### config.mk
export PLATFORM = sky130hd
export DESIGN_NAME = cta_ram
export DESIGN_NICKNAME = d
export VERILOG_FILES = /design/src/cta_ram.sv
export SDC_FILE = /design/constraint.sdc
export NUM_CORES = 2
export LEC_CHECK = 0
export BUFFER_PORTS_ARGS = -buffer_cell sky130_fd_sc_hd__buf_2
export CAP_MARGIN = 40
export CELL_PAD_IN_SITES_DETAIL_PLACEMENT = 0
export CELL_PAD_IN_SITES_GLOBAL_PLACEMENT = 1
export CORE_MARGIN = 4
export CORE_UTILIZATION = 40
export CTS_CLUSTER_SIZE = 24
export DETAILED_ROUTE_END_ITERATION = 10
export PLACE_DENSITY = 0.55
export SLEW_MARGIN = 20
export SYNTH_ARGS = -nofsm -noshare
export SYNTH_HDL_FRONTEND = slang
export SYNTH_SLANG_ARGS = --single-unit
### constraint.sdc
create_clock -name i_clk -period 7.95 [get_ports i_clk]
set_clock_uncertainty 0.05 [all_clocks]
set_input_delay 0.3975 -clock i_clk [delete_from_list [all_inputs] [get_ports i_clk]]
set_output_delay 0.3975 -clock i_clk [all_outputs]
set_load 0.01 [all_outputs]
### src/cta_ram.sv
// ---------------------------------------------------------------------------
// cta_ram
// Generic single write port, single read port RAM with registered read.
// ---------------------------------------------------------------------------
`timescale 1ns / 1ps

module cta_ram #(
    parameter int WIDTH = 17,
    parameter int DEPTH = 128
) (
    input  logic                     i_clk,
    input  logic                     i_we,
    input  logic [$clog2(DEPTH)-1:0] i_waddr,
    input  logic [WIDTH-1:0]         i_wdata,
    input  logic [$clog2(DEPTH)-1:0] i_raddr,
    output logic [WIDTH-1:0]         o_rdata
);

    logic [WIDTH-1:0] r_mem [DEPTH];
    logic [WIDTH-1:0] r_rdata;

    always_ff @(posedge i_clk) begin
        if (i_we) begin
            r_mem[i_waddr] <= i_wdata;
        end
        r_rdata <= r_mem[i_raddr];
    end

    assign o_rdata = r_rdata;

endmodule

==> out/qor.yml <==
run_status:
  status: "completed"
worst_setup_path:
  reg2reg_depth: 4
  cp.required_ns: 8.63
  rr_endpoint: "o_rdata[14]"
  crit_path_max_incr_delay_ns: 0.65
  crit_type: "input port to flop"
  critPathCaptureType: "flop"
  critPathLaunchType: "input port"
  crit_path_max_fanout: 101
  rr_startpoint: "r_mem[101][14]"
  cp.arrival_ns: 4.19
  crit_path_start: "i_raddr[0]"
  cpMaxStageDelayCell: "mux4_2"
  crit_chain: "buf_8 -> buf_12 -> mux4_2 -> mux4_2 -> mux4_2 -> mux2_2"
  reg2reg_slack_ns: 5.36
  crit_path_end: "o_rdata[4]"
  cpMostUsedCell: "mux4_2"
sta:
  rsz0062_at_grt: "no"
  setup_viol: 0
  setup_tns_ns: 0
  worst_pin_slew_ns: 1.09
  finalHoldViolCount: 0
  maxSlewViolCount: 0
  post-route-min-period_ns: 3.51
  fmax_mhz: 285
  fin_crit_sh_pct: 44.2
  slew_headroom_pct: 27.2
die:
  fp.coreArea_mm2: 0.207
  dieWidth_um: 465
  row_count: 167
  start_util_pct: 40.2
  io_pins: 50
  dieArea_mm2: 0.216
  die_h_um: 465
synth:
  synth_top_cell_by_area: "edfxtp_1"
  yosys_warnings: 0
  yosysSeqAreaShare_pct: 78.7
  synth_top_area_share_pct: 78.3
  synthCells: 3269
  synthesis.area_mm2: 0.0834
  synth_area_leaders: "edfxtp_1, mux4_2, nor2_1"
  synth_seq_cells: 2193
  avgSynthCellArea_um2: 25.5
  yosysUniqueCellTypes: 17
  syn_nets: 3302
finish:
  drive_above_1_share_pct: 36.8
  final_area_mm2: 0.0960
  fillers: 16991
  fin_nets: 3593
  area_growth_pct: 15.1
  final_cell_mix: "edfxtp_1, mux4_2, clkbuf_16"
  layout_commonest_cell: "edfxtp_1"
clocking:
  h-tree-depth: 4
  clockRootBuffer: "clkbuf_16"
  ctsResizeCount: 0
  clock_sinks: 2193
  cts_made_buffers: 223
  clk_pin_slew_ns: 0.06
  cts_tree: "built"
  clockBufferDepth: 3
  worstSkewPairLatency_ns: 0.85
detailed_routing:
  drc_errors: 0
  routed_wl_um: 217000
  wire_per_inst_um: 33.2
  drt_pre_antenna_iters: 5
  ant_nets: 0
  drt_iter0_drc: 3664
  vias: 36983
  viasPerCell: 5.65
min_path:
  hold_path_class: "input port to flop"
  hold_depth: 1
grt:
  grt_max_degree: 141
  grt_pass1_wl_um: 304000
  antenna_found_initial: 34
  grt_pass1_vias: 38886
  grt_usage_pct: 20.1
  grt-ovfl-total: 0
job:
  maxCapViolCount: 0
pwr:
  p_per_area_mw_per_mm2: 251
  p_leak_nw: 29.3
  ir_drop_v: 0.000218
placed_design:
  dp_hpwl_um: 124000
  placed_area_mm2: 0.0887
  io_buffers: 49
  gp_congestion: 0.767
-- how the worst min path moves through the flow --
stage | from | slack, ns | end
floorplan | i_wdata[0] | 0.45 | r_mem[0][0]
global route | i_wdata[16] | 0.03 | r_mem[65][16]
detailed placement | i_wdata[7] | 0.78 | r_mem[117][7]
global placement | i_wdata[7] | 0.76 | r_mem[116][7]
finish | i_wdata[5] | 0.06 | r_mem[75][5]
CTS | i_wdata[16] | 0.002 | r_mem[69][16]
-- synthesized netlist by cell type (all sizes together) --
cell type  number
mux4          714
nand4           3
clkbuf        111
nor3            9
dfxtp          17
or3             1
nor2          122
mux2           17
nand2          14
buf            64
nor2b           7
nand3          12
nand2b          2
edfxtp       2176
-- metal layers --
layer,up-vias,part of all wire [%],track usage (%),wire (um)
li1,14925,-,-,-
met2,1272,48,31.9,105000
met3,348,6.9,4.12,14900
met5,-,0.012,0,27
met4,4,3.6,7.43,7870
met1,20434,41,27.8,89200
-- sequential cells by signal (all words and copies together), names as in the netlist --
name and count:
o_rdata 17, r_mem 2176
-- worst max-delay path, delay by kind of cell --
family / cells / cell delay (ns)
muxes: 4 / 2.18
buffers and inverters: 2 / 1.21
-- power by group --
part | internal [mW] | total [mW] | switching (mW) | leakage [nW]
clock | 5.81 | 10.1 | 4.26 | 3.42
combinational | 0.481 | 1.19 | 0.710 | 6.18
sequential | 12.8 | 12.8 | 0.0572 | 19.7
total | 19.1 | 24.1 | 5.03 | 29.3
-- stage by stage --
| stage | std cells | utilization, % | power, mW | hold WS, ns | setup slack [ns] |
|---|---|---|---|---|---|
| 2_1_floorplan | 3269 | - | 13.7 | 0.446 | 4.82 |
| 3_3_place_gp | 6084 | 42.5 | 14.2 | 0.765 | 3.58 |
| 3_5_place_dp | 6108 | 42.8 | 14.3 | 0.783 | 3.58 |
| 4_1_cts | 6511 | 46.2 | 24.3 | 0.00189 | 4.51 |
| 5_1_grt | 6533 | 46.3 | 24.9 | 0.0336 | 4.28 |
| 6_report | 6540 | 46.3 | 24.1 | 0.0600 | 4.44 |
-- cells by family (layout without fill, tap and decap cells) --
group,after synthesis,in the layout,synth area share [%]
and+or+nand+nor,170,170,0.836
other,0,20,0
buffers and inverters,175,638,0.912
DFF,2193,2193,78.7
muxes,731,731,19.5
-- cell type report --
cell class	instances	area (um^2)	area share (%)
clock buffers	268	5900	6.14
repair buffers	241	2430	2.54
clock inverters	129	1100	1.14
flip-flops and latches	2193	65700	68.4
well taps	2788	3490	3.63
multi-input cells	901	17400	18.1
diodes	20	50.0	0.0521
-- repair_timing --
action                                 in CTS  in global routing
setup buffers                               0                  0
hold buffers                                6                  1
setup endpoints to repair                   0                  0
endpoints found under the hold margin     173                 13
Power figures use the tool's default switching activity.
