`src/cta_pkg.sv`:
```
// ---------------------------------------------------------------------------
// cta_pkg
// Shared types and constants for the cascaded temperature averager.
// ---------------------------------------------------------------------------
`timescale 1ns / 1ps

package cta_pkg;

    localparam int TEMP_W    = 16;
    localparam int TIME_W    = 32;
    localparam int DIV_W     = 33;
    localparam int ENTRY_W   = TEMP_W + 1;

    localparam int WIN_SECONDS   = 60;
    localparam int WIN_MINUTES   = 60;
    localparam int WIN_HOURS     = 24;
    localparam int SECS_PER_MIN  = 60;
    localparam int SECS_PER_HOUR = 3600;
    localparam int SECS_PER_DAY  = 86400;

    localparam int CNT_W = $clog2(WIN_SECONDS + 1);
    localparam int SUM_W = TEMP_W + CNT_W;

    // periods split into a power of two and an odd factor
    localparam int MIN_SHIFT  = 2;   // 60 = 4 * 15
    localparam int HOUR_SHIFT = 4;   // 3600 = 16 * 225
    localparam int DAY_SHIFT  = 7;   // 86400 = 128 * 675

    // inverse of an odd value mod 2^32, newton steps double the good bits
    function automatic logic [31:0] f_odd_inverse(input logic [31:0] a);
        logic [31:0] x;
        x = a;
        for (int i = 0; i < 5; i++) begin
            x = x * (32'd2 - a * x);
        end
        return x;
    endfunction

    // x is a multiple of the odd factor when x * inverse mod 2^32 <= limit
    localparam logic [31:0] MIN_INV  = f_odd_inverse(32'd15);
    localparam logic [31:0] MIN_LIM  = 32'hffff_ffff / 32'd15;
    localparam logic [31:0] HOUR_INV = f_odd_inverse(32'd225);
    localparam logic [31:0] HOUR_LIM = 32'hffff_ffff / 32'd225;
    localparam logic [31:0] DAY_INV  = f_odd_inverse(32'd675);
    localparam logic [31:0] DAY_LIM  = 32'hffff_ffff / 32'd675;

    // register byte addresses
    localparam logic [2:0] REG_LOG_PERIOD = 3'd0;

    typedef enum logic [1:0] {
        LV_SEC  = 2'd0,
        LV_MIN  = 2'd1,
        LV_HOUR = 2'd2
    } t_level;

    typedef struct packed {
        logic                done;
        logic [DIV_W-1:0]    quot;
        logic [TIME_W-1:0]   rem;
    } t_div_status;

endpackage

```
`src/cta_div.sv`:
```
// ---------------------------------------------------------------------------
// cta_div
// Unsigned restoring divider, one quotient bit per cycle.
// ---------------------------------------------------------------------------
`timescale 1ns / 1ps

module cta_div
    import cta_pkg::*;
(
    input  logic              i_clk,
    input  logic              i_rst_n,
    input  logic              i_start,
    input  logic [DIV_W-1:0]  i_dividend,
    input  logic [TIME_W-1:0] i_divisor,
    output t_div_status       o_status
);

    logic [DIV_W-1:0]         r_rem;
    logic [DIV_W-1:0]         r_quot;
    logic [TIME_W-1:0]        r_divisor;
    logic [$clog2(DIV_W):0]   r_cnt;
    logic                     r_busy;
    logic                     r_done;
    logic [DIV_W-1:0]         trial;
    logic                     ge;

    assign trial = {r_rem[DIV_W-2:0], r_quot[DIV_W-1]};
    assign ge    = (trial >= {1'b0, r_divisor});

    always_ff @(posedge i_clk) begin
        if (!i_rst_n) begin
            r_busy <= 1'b0;
            r_done <= 1'b0;
            r_cnt  <= '0;
        end else begin
            r_done <= 1'b0;
            if (i_start) begin
                r_busy    <= 1'b1;
                r_cnt     <= ($clog2(DIV_W)+1)'(DIV_W);
                r_rem     <= '0;
                r_quot    <= i_dividend;
                r_divisor <= i_divisor;
            end else if (r_busy) begin
                r_rem  <= ge ? (trial - {1'b0, r_divisor}) : trial;
                r_quot <= {r_quot[DIV_W-2:0], ge};
                r_cnt  <= r_cnt - 1'b1;
                if (r_cnt == ($clog2(DIV_W)+1)'(1)) begin
                    r_busy <= 1'b0;
                    r_done <= 1'b1;
                end
            end
        end
    end

    assign o_status.done = r_done;
    assign o_status.quot = r_quot;
    assign o_status.rem  = r_rem[TIME_W-1:0];

endmodule

```
`config.mk`:
```
export PLATFORM = sky130hd
export DESIGN_NAME = cta_div
export DESIGN_NICKNAME = d
export VERILOG_FILES = /design/src/cta_pkg.sv /design/src/cta_div.sv
export SDC_FILE = /design/constraint.sdc
export NUM_CORES = 1
export LEC_CHECK = 0
export ABC_CLOCK_PERIOD_IN_PS = 6400
export BUFFER_PORTS_ARGS = -buffer_cell sky130_fd_sc_hd__clkbuf_2
export CAP_MARGIN = 20
export CELL_PAD_IN_SITES_DETAIL_PLACEMENT = 2
export CELL_PAD_IN_SITES_GLOBAL_PLACEMENT = 2
export CORE_ASPECT_RATIO = 1.1
export CORE_MARGIN = 10
export CORE_UTILIZATION = 38
export DETAILED_ROUTE_END_ITERATION = 7
export GPL_TIMING_DRIVEN = 0
export PLACE_DENSITY = 0.87
export SETUP_SLACK_MARGIN = 0.02
export SLEW_MARGIN = 25
export SYNTH_ARGS = -nofsm -noshare
export SYNTH_HDL_FRONTEND = slang
export SYNTH_SLANG_ARGS = --single-unit
```
`constraint.sdc`:
```
create_clock -name i_clk -period 6.4 [get_ports i_clk]
set_input_delay 0.64 -clock i_clk [delete_from_list [all_inputs] [get_ports i_clk]]
set_output_delay 0.64 -clock i_clk [all_outputs]
set_load 0.01 [all_outputs]
```
==> results.py, run 1 <==
metrics = {
    "setup_path": {
        "slowest_delay_ns": 0.42,
        "cp_slowest_cell": "fa_1",
        "crit_buf_inv": 1,
        "worstPathRequired_ns": 6.58,
        "critPathArrivalTime_ns": 3.74,
        "critPathTopFamily": "compound AO/OA/AOI/OAI gates",
        "end_kind": "flop",
        "critPathMaxFanout": 4,
        "worst_setup_path_start_kind": "flop",
        "path_cells": "inv_1 > ha_1 > fa_1 > nor2b_1 > o2111ai_1 > a31oi_1 > o21ai_0 > o21a_1 > o2111ai_1 > a21oi_1 > or3_1 > a21oi_1",
        "path_class": "flop to flop",
    },
    "sta": {
        "setup_viol": 0,
        "clock_skew_ns": 0.0100,
        "post-route-period-util_pct": 55.6,
        "finalHoldViolations": 0,
        "tightest_slew_ns": 0.761,
        "max_freq_mhz": 281,
        "fin_crit_ns": 3.56,
        "relSlewSlack_pct": 49.2,
        "setup_tns_ns": 0,
        "maxSlewViolCount": 0,
        "rsz0062_at_grt": "false",
    },
    "yosys": {
        "syn_area_um2": 6160,
        "syn_inst": 550,
        "synthTopCellsByArea": "edfxtp_1, ha_1, mux2_2",
        "ys_types": 55,
        "synth.top_cell.area_share_pct": 47.3,
        "ys_seq_area_share_pct": 50.2,
        "synth_seq_cells": 106,
        "post-synth-top-count-cell": "edfxtp_1",
        "syn_nets": 653,
        "synth_area_per_cell_um2": 11.2,
        "yosys.area.top_type": "edfxtp_1",
        "ys_async_sr_fraction_pct": 0,
        "synth_edf_count": 97,
        "synth-warning-count": 0,
        "synth_flop_cell": "edfxtp_1",
        "synth_common_cells": "edfxtp_1, nor2_1, inv_1",
    },
    "die": {
        "initial_core_util_pct": 39.0,
        "die_w_um": 141,
        "die_h_um": 154,
        "die-area_um2": 21700,
        "rows": 48,
        "ios": 134,
        "design.core.area_um2": 15800,
    },
    "finish": {
        "num-fill-cells": 1668,
        "nNetsFinal": 797,
        "final_area_um2": 7420,
        "stdcell_count": 899,
        "drive_gt1_share_pct": 28.3,
        "insertedDiodeCount": 0,
        "syn_to_final_growth_pct": 20.5,
    },
    "routing": {
        "via_per_inst": 5.38,
        "firstDrtPassIters": 4,
        "via_count": 4835,
        "ant_nets": 0,
        "wirelength_um": 19600,
        "wl_per_cell_um": 21.8,
        "drt-initial-drc-count": 184,
        "post-route-drc-count": 0,
    },
    "clock_tree": {
        "cts_resized": 0,
        "h-tree-depth": 3,
        "cts_tree": "done",
        "hold_buffers": 0,
        "ctsLongestPathBuffers": 2,
        "cts_made_buffers": 9,
        "cts.sink_count": 106,
        "clock_latency_ns": 0.36,
        "clk_pin_slew_worst_paths_ns": 0.08,
        "cts_setup_buffers": 0,
        "cts-root-buf": "clkbuf_16",
    },
    "global_route": {
        "antenna_found_initial": 0,
        "track_usage_pct": 18.2,
        "grt_pass1_wl_um": 31800,
        "grt_remaining_overflow": 0,
        "grt_max_degree": 35,
        "grt_pass1_vias": 5691,
    },
    "placement": {
        "post-place-cells": 883,
        "gp_congestion": 0.850,
        "io_buffer_count": 132,
        "hpwl_um": 15400,
        "place_area_um2": 7100,
    },
    "pwr": {
        "power_density_nw_per_um2": 282,
        "leakage_nw": 3.27,
        "peakVddDrop_mv": 0.132,
        "power_mw": 2.09,
    },
    "hold_path": {
        "hold_path_class": "primary input to flop",
    },
    "status": {
        "status": "complete, no violations",
    },
    "job": {
        "cap_violations": 0,
    },
}
## through the flow
stage               hold slack [ns]  setup slack (ns)  util, %
floorplan                     0.458              3.47        -
global placement              0.468              2.55     44.8
detailed placement            0.531              3.01     44.9
CTS                           0.434              2.87     47.0
global route                  0.438              2.62     47.0
finish                        0.448              2.84     47.0
## cell families after synthesis
logic type               after synthesis  share of synthesized area [%]
AND/OR/NAND/NOR                      137                           10.4
AO/OA/AOI/OAI                        116                           12.9
flip-flops                           106                           50.2
buffers and inverters                 66                           4.61
multiplexers                          59                           10.3
adder cells (fa/ha/maj)               35                           7.23
XOR/XNOR                              31                           4.41
## cell type report
class | instances | area (um^2) | share of cell area, %
buffer | 22 | 119 | 1.60
clock buffer | 9 | 225 | 3.03
multi-input combinational | 378 | 2790 | 37.6
timing repair buffer | 133 | 681 | 9.17
sequential | 106 | 3090 | 41.7
clock inverter | 7 | 100 | 1.35
tap | 200 | 250 | 3.37
inverter | 44 | 165 | 2.23
## worst register-to-register path, stage by stage (launching register included)
cell and delay [ns]:
edfxtp_1 0.39, inv_1 0.06, ha_1 0.22, fa_1 0.42
nor2b_1 0.23, o2111ai_1 0.23, a31oi_1 0.34, o21ai_0 0.29
o21a_1 0.26, o2111ai_1 0.25, a21oi_1 0.09, or3_1 0.36
a21oi_1 0.24
## report_power, final
part	switching, mW	leakage [nW]	internal [mW]	total, mW
Sequential	0.0396	1.00	0.831	0.870
Clock	0.278	0.161	0.348	0.625
Combinational	0.351	2.11	0.247	0.598
Total	0.668	3.27	1.43	2.09
## state kept, by name, summed over array words and instances, names as in the netlist
signal and cells:
r_busy 1, r_cnt 7, r_divisor 32, r_done 1, r_quot 33, r_rem 32
## layout by cell type (no fill, tap or decap), types with 5 or more instances in the layout
cell	synthesis	routed
clkbuf_1	11	11
o21bai_1	7	7
nor2_1	59	59
o21a_1	9	8
clkbuf_16	0	9
edfxtp_1	97	97
nor3_1	5	5
inv_1	44	43
nand3_1	7	7
a211oi_1	7	7
xor2_1	13	13
a21oi_1	34	34
dfxtp_1	9	9
a21o_1	19	19
xnor2_1	18	18
clkbuf_2	0	132
nand2_1	33	33
o21ai_0	10	10
mux2_2	34	34
a31oi_1	7	7
mux2i_1	25	25
ha_1	34	34
nand4_1	9	9
## per-layer routing
| layer | global-route usage, % | share of wire [%] |
|---|---|---|
| met2 | 32.5 | 52 |
| met3 | 5.91 | 7.0 |
| met5 | 0 | 0 |
| met4 | 6.28 | 2.2 |
| met1 | 19.7 | 39 |
## final timing paths
| kind | end | slack [ns] | start | depth (start not counted) |
|---|---|---|---|---|
| setup reg to reg | r_rem[30] | 2.84 | r_quot[32] | 12 |
| setup / recovery | r_rem[30] | 2.84 | r_quot[32] | 12 |
| hold / removal | r_divisor[4] | 0.45 | i_divisor[4] | 1 |
| hold reg to reg | r_cnt[6] | 0.54 | r_cnt[6] | 2 |
Note: power is estimated with default switching activity, not from simulation.
==> run 2: changes to the inputs <==
- ABC_CLOCK_PERIOD_IN_PS: 6400 -> 3200
- CORE_UTILIZATION: 38 -> 32
- PLACE_DENSITY: 0.87 -> 0.78
- clock period: 6.4 -> 3.2 ns (I/O delays scaled with it)
==> results.py, run 2 (synthesis results as in run 1) <==
metrics = {
    "status": {
        "status": "complete, no violations",
    },
    "sta": {
        "clock_skew_ns": 0.0123,
        "post-route-period-util_pct": 98.9,
        "max_freq_mhz": 316,
        "hold_ws_ns": 0.128,
        "fin_crit_ns": 3.16,
        "finalHoldViolations": 0,
        "maxSlewViolCount": 0,
        "relSlewSlack_pct": 45.5,
        "setup_viol": 0,
        "setup_tns_ns": 0,
        "tightest_slew_ns": 0.816,
        "rsz0062_at_grt": "true",
    },
    "die": {
        "design.core.area_um2": 19000,
        "die_w_um": 152,
        "die-area_um2": 25200,
        "initial_core_util_pct": 32.4,
        "ios": 134,
        "die_h_um": 165,
        "rows": 53,
    },
    "clock_tree": {
        "hold_buffers": 0,
        "cts_made_buffers": 9,
        "cts_tree": "done",
        "cts-root-buf": "clkbuf_16",
        "clock_latency_ns": 0.36,
        "h-tree-depth": 3,
        "cts.sink_count": 106,
        "clk_pin_slew_worst_paths_ns": 0.08,
        "ctsLongestPathBuffers": 2,
    },
    "global_route": {
        "grt_pass1_wl_um": 31700,
        "antenna_found_initial": 0,
        "grt_max_degree": 41,
        "grt_remaining_overflow": 0,
        "grt_pass1_vias": 5668,
        "track_usage_pct": 15.7,
    },
    "finish": {
        "stdcell_count": 979,
        "final_cell_mix": "clkbuf_2, edfxtp_1, nor2_1, inv_1, mux2_2",
        "drive_gt1_share_pct": 35.8,
        "top_register": "r_quot",
        "reg_top3": "r_quot x33, r_divisor x32, r_rem x32",
        "largest_reg_flops": 33,
        "nNetsFinal": 830,
        "insertedDiodeCount": 0,
        "syn_to_final_growth_pct": 29.2,
        "final_common_cell": "clkbuf_2",
    },
    "setup_path": {
        "critPathMaxFanout": 6,
        "end_kind": "flop",
        "worstPathRequired_ns": 3.28,
        "path_class": "flop to flop",
        "critPathArrivalTime_ns": 3.24,
        "worst_setup_path_start_kind": "flop",
    },
    "routing": {
        "ant_nets": 0,
        "firstDrtPassIters": 4,
        "via_count": 4977,
        "wl_per_cell_um": 21.4,
        "drt-initial-drc-count": 234,
        "wirelength_um": 21000,
        "via_per_inst": 5.08,
        "post-route-drc-count": 0,
    },
    "placement": {
        "post-place-cells": 930,
        "gp_congestion": 0.867,
        "hpwl_um": 15100,
        "io_buffer_count": 132,
    },
    "job": {
        "cap_violations": 0,
    },
    "pwr": {
        "power_mw": 4.24,
        "power_density_nw_per_um2": 533,
        "peakVddDrop_mv": 0.265,
        "leakage_nw": 3.44,
    },
    "hold_path": {
        "hold_path_class": "primary input to flop",
    },
}
run 2: changes by cell type in the layout (fill, tap and decap cells not counted), sizes merged:
cell	before	now
clkinvlp	0	1
clkbuf	152	153
bufinv	2	0
buf	12	44
clkinv	3	4
run 2: repair_timing:
action                     4_1_cts  5_1_grt
setup endpoints to repair       29       33
setup buffers                   10       22
gates cloned                     0        2
pin swaps                        4       13
gates resized for setup         20       26
run 2: final cells by class:
| class | count | area (um^2) |
|---|---|---|
| multi-input combinational | 378 | 3000 |
| tap | 247 | 309 |
| clock inverter | 7 | 52.6 |
| timing repair buffer | 167 | 975 |
| clock buffer | 9 | 225 |
| inverter | 44 | 165 |
| buffer | 21 | 136 |
| fill | 1982 | 11100 |
| sequential | 106 | 3090 |
run 2: final timing paths:
path	slack [ns]	startpoint	cells after the start	end
setup / recovery	0.04	r_rem[8]	12	r_rem[3]
hold / removal	0.13	i_divisor[6]	1	r_divisor[6]
setup reg to reg	0.04	r_rem[8]	12	r_rem[3]
hold reg to reg	0.53	r_cnt[1]	2	r_cnt[1]
run 2: metal layers:
layer  track usage, %  part of all wire, %  vias up  wire, um
met1             17.4                   41     2472      8640
met4             5.78                  2.1        0       438
li1                 -                    -     2351         -
met5                0                    0        -         0
met2             27.6                   50      127     10500
met3             5.31                  6.7       27      1410
run 2: stage by stage:
stage          util [%]  area (um^2)  worst slack [ns]
3_5_place_dp       37.6         7160            -0.177
5_1_grt            41.8         7960           -0.0938
3_3_place_gp       37.5         7130            -0.465
2_1_floorplan         -         6160             0.347
6_report           41.8         7960            0.0359
4_1_cts            40.0         7620          0.000800
run 2: worst max-delay path, stage by stage (launching register included):
cell,delay [ns]
edfxtp_1,0.48
ha_4,0.33
nand4_1,0.17
nor2_2,0.18
a21boi_4,0.25
nor3b_4,0.09
a211o_1,0.33
o21a_4,0.25
o221ai_4,0.16
buf_8,0.19
buf_6,0.16
mux2i_2,0.21
nor2_1,0.06
run 2: report_power, final:
group	internal [mW]	total, mW	switching [mW]
clock network	0.537	1.10	0.562
registers	1.66	1.74	0.0817
logic	0.626	1.40	0.773
==> run 3: changes to the inputs <==
- ABC_AREA: default -> 1
- CORE_UTILIZATION: 32 -> 29
- PLACE_DENSITY: 0.78 -> 0.79
==> results.py, run 3 <==
metrics = {
    "die": {
        "design.core.area_um2": 24500,
        "die-area_um2": 31600,
        "die_w_um": 170,
        "ios": 134,
        "initial_core_util_pct": 29.5,
        "die_h_um": 185,
        "rows": 60,
    },
    "finish": {
        "top_register": "r_quot",
        "largest_reg_flops": 33,
        "drive_gt1_share_pct": 17.6,
        "reg_top3": "r_quot x33, r_divisor x32, r_rem x32",
        "nNetsFinal": 1242,
        "syn_to_final_growth_pct": 19.4,
        "insertedDiodeCount": 0,
        "final_area_um2": 8620,
        "final_cell_mix": "nand2_1, inv_1, clkbuf_2, nor2_1, edfxtp_1",
        "stdcell_count": 1454,
        "final_common_cell": "nand2_1",
        "num-fill-cells": 2995,
    },
    "setup_path": {
        "worstPathRequired_ns": 3.32,
        "slowest_delay_ns": 0.43,
        "cp_common_cell": "nor2_1",
        "path_cells": "ha_1 > nand2_1 > nor2_1 > nand3_1 > nor2_1 > nand2_1 > nand3_2 > inv_4 > nand2_8 > inv_6 > buf_6 > nor2_2 > nor2_1",
        "end_kind": "flop",
        "worst_setup_path_start_kind": "flop",
        "cp_slowest_cell": "edfxtp_1",
        "critPathMaxFanout": 10,
        "critPathTopFamily": "simple AND/OR/NAND/NOR gates",
        "crit_buf_inv": 3,
        "critPathArrivalTime_ns": 2.74,
        "path_class": "flop to flop",
    },
    "pwr": {
        "power_mw": 4.65,
        "switchingPower_mw": 1.82,
        "peakVddDrop_mv": 0.204,
        "clockPowerShare_pct": 25.0,
        "combPwrFrac_pct": 36.6,
        "p_int_mw": 2.83,
        "leakage_nw": 4.59,
        "power_density_nw_per_um2": 540,
        "switching_share_pct": 39.2,
        "seqPwrFrac_pct": 38.4,
    },
    "clock_tree": {
        "cts_made_buffers": 9,
        "ctsLongestPathBuffers": 2,
        "clk_pin_slew_worst_paths_ns": 0.09,
        "h-tree-depth": 3,
        "hold_buffers": 0,
        "cts.sink_count": 106,
        "clock_latency_ns": 0.37,
        "cts_setup_buffers": 0,
        "cts-root-buf": "clkbuf_16",
        "cts_tree": "done",
        "cts_resized": 0,
    },
    "placement": {
        "io_buffer_count": 133,
        "hpwl_um": 21000,
        "post-place-cells": 1438,
        "gp_congestion": 0.854,
        "place_area_um2": 8330,
    },
    "sta": {
        "tightest_slew_ns": 0.477,
        "fin_crit_ns": 2.62,
        "clock_skew_ns": 0.0130,
        "rsz0062_at_grt": "false",
        "post-route-period-util_pct": 81.7,
        "maxSlewViolCount": 0,
        "relSlewSlack_pct": 68.2,
        "finalHoldViolations": 0,
        "hold_ws_ns": 0.120,
        "max_freq_mhz": 382,
        "setup_viol": 0,
    },
    "job": {
        "cap_violations": 0,
    },
    "yosys": {
        "synth_edf_count": 97,
        "ys_async_sr_fraction_pct": 0,
        "ys_seq_area_share_pct": 42.9,
        "synth-warning-count": 0,
        "yosys.area.top_type": "edfxtp_1",
        "post-synth-top-count-cell": "nand2_1",
        "synth_flop_cell": "edfxtp_1",
        "syn_nets": 1096,
        "synthTopCellsByArea": "edfxtp_1, nand2_1, inv_1",
        "synth_common_cells": "nand2_1, inv_1, nor2_1, edfxtp_1, ha_1",
        "synth_area_per_cell_um2": 7.27,
        "syn_area_um2": 7210,
        "synth_seq_cells": 106,
        "syn_inst": 993,
        "synth.top_cell.area_share_pct": 40.4,
        "ys_types": 35,
    },
    "hold_path": {
        "hold_path_class": "primary input to flop",
    },
    "routing": {
        "via_per_inst": 4.64,
        "via_count": 6747,
        "drt-initial-drc-count": 274,
        "firstDrtPassIters": 4,
        "wl_per_cell_um": 17.6,
        "post-route-drc-count": 0,
        "ant_nets": 0,
        "wirelength_um": 25600,
    },
    "status": {
        "status": "complete, no violations",
    },
    "global_route": {
        "antenna_found_initial": 0,
        "grt_pass1_wl_um": 40900,
        "grt_remaining_overflow": 0,
        "track_usage_pct": 16.6,
        "grt_max_degree": 42,
        "grt_pass1_vias": 7563,
    },
}
## run 3: cell types whose count changed after synthesis, sizes merged, moves of 8 or more
cell and delta:
nand2 +374, mux2 -34, inv +138, xnor2 -17, and2 +9, o21a -9
nor2 +58, mux2i -25, nand3 +25, a21oi -9, nand3b +21, a21o -17
a211oi -8
## run 3: final timing paths
path	cells past startpoint	from	to	slack [ns]
min	1	i_divisor[27]	r_divisor[27]	0.12
max reg2reg	13	r_rem[5]	r_rem[30]	0.58
min reg2reg	2	r_cnt[6]	r_cnt[6]	0.48
max	13	r_rem[5]	r_rem[30]	0.58
## run 3: kinds of logic after synthesis
group	after synthesis	share of synthesized area [%]
AO/OA/AOI/OAI	35	2.58
XOR/XNOR	15	1.82
flip-flops	106	42.9
AND/OR/NAND/NOR	600	35.3
buffers and inverters	202	11.3
adder cells (fa/ha/maj)	35	6.17
## run 3: cell type report
class                   instances  area (um^2)  area share (%)
plain buffers                  20          121            1.41
clock buffers                  10          229            2.66
clock inverters                 6         57.6           0.668
inverters                     182          691            8.02
multi-input cells             685         3320            38.5
flip-flops and latches        106         3090            35.9
well taps                     310          388            4.50
repair buffers                135          721            8.36
## run 3: layer usage
metal / track usage, % / share of wire (%) / up-vias
met5: 0 / 0 / -
met1: 18.7 / 43 / 3275
met2: 30.0 / 50 / 126
li1: - / - / 3328
met3: 5.30 / 6.4 / 18
met4: 3.76 / 1.2 / 0
## run 3: stage by stage
step	setup TNS, ns	util [%]	setup slack, ns
after floorplan	0	-	0.966
after global placement	-9.86	33.8	-0.158
after detailed placement	0	34.0	0.566
after CTS	0	35.2	0.558
after global routing	0	35.2	0.393
final	0	35.2	0.584
## run 3: power groups by stage
| stage | Combinational (mW) | Clock (mW) | Sequential, mW |
|---|---|---|---|
| 2_1_floorplan | 1.09 | 0 | 1.85 |
| 3_3_place_gp | 1.66 | 0 | 1.82 |
| 3_5_place_dp | 1.73 | 0 | 1.82 |
| 4_1_cts | 1.74 | 1.20 | 1.79 |
| 5_1_grt | 1.95 | 1.23 | 1.81 |
| 6_report | 1.70 | 1.16 | 1.79 |
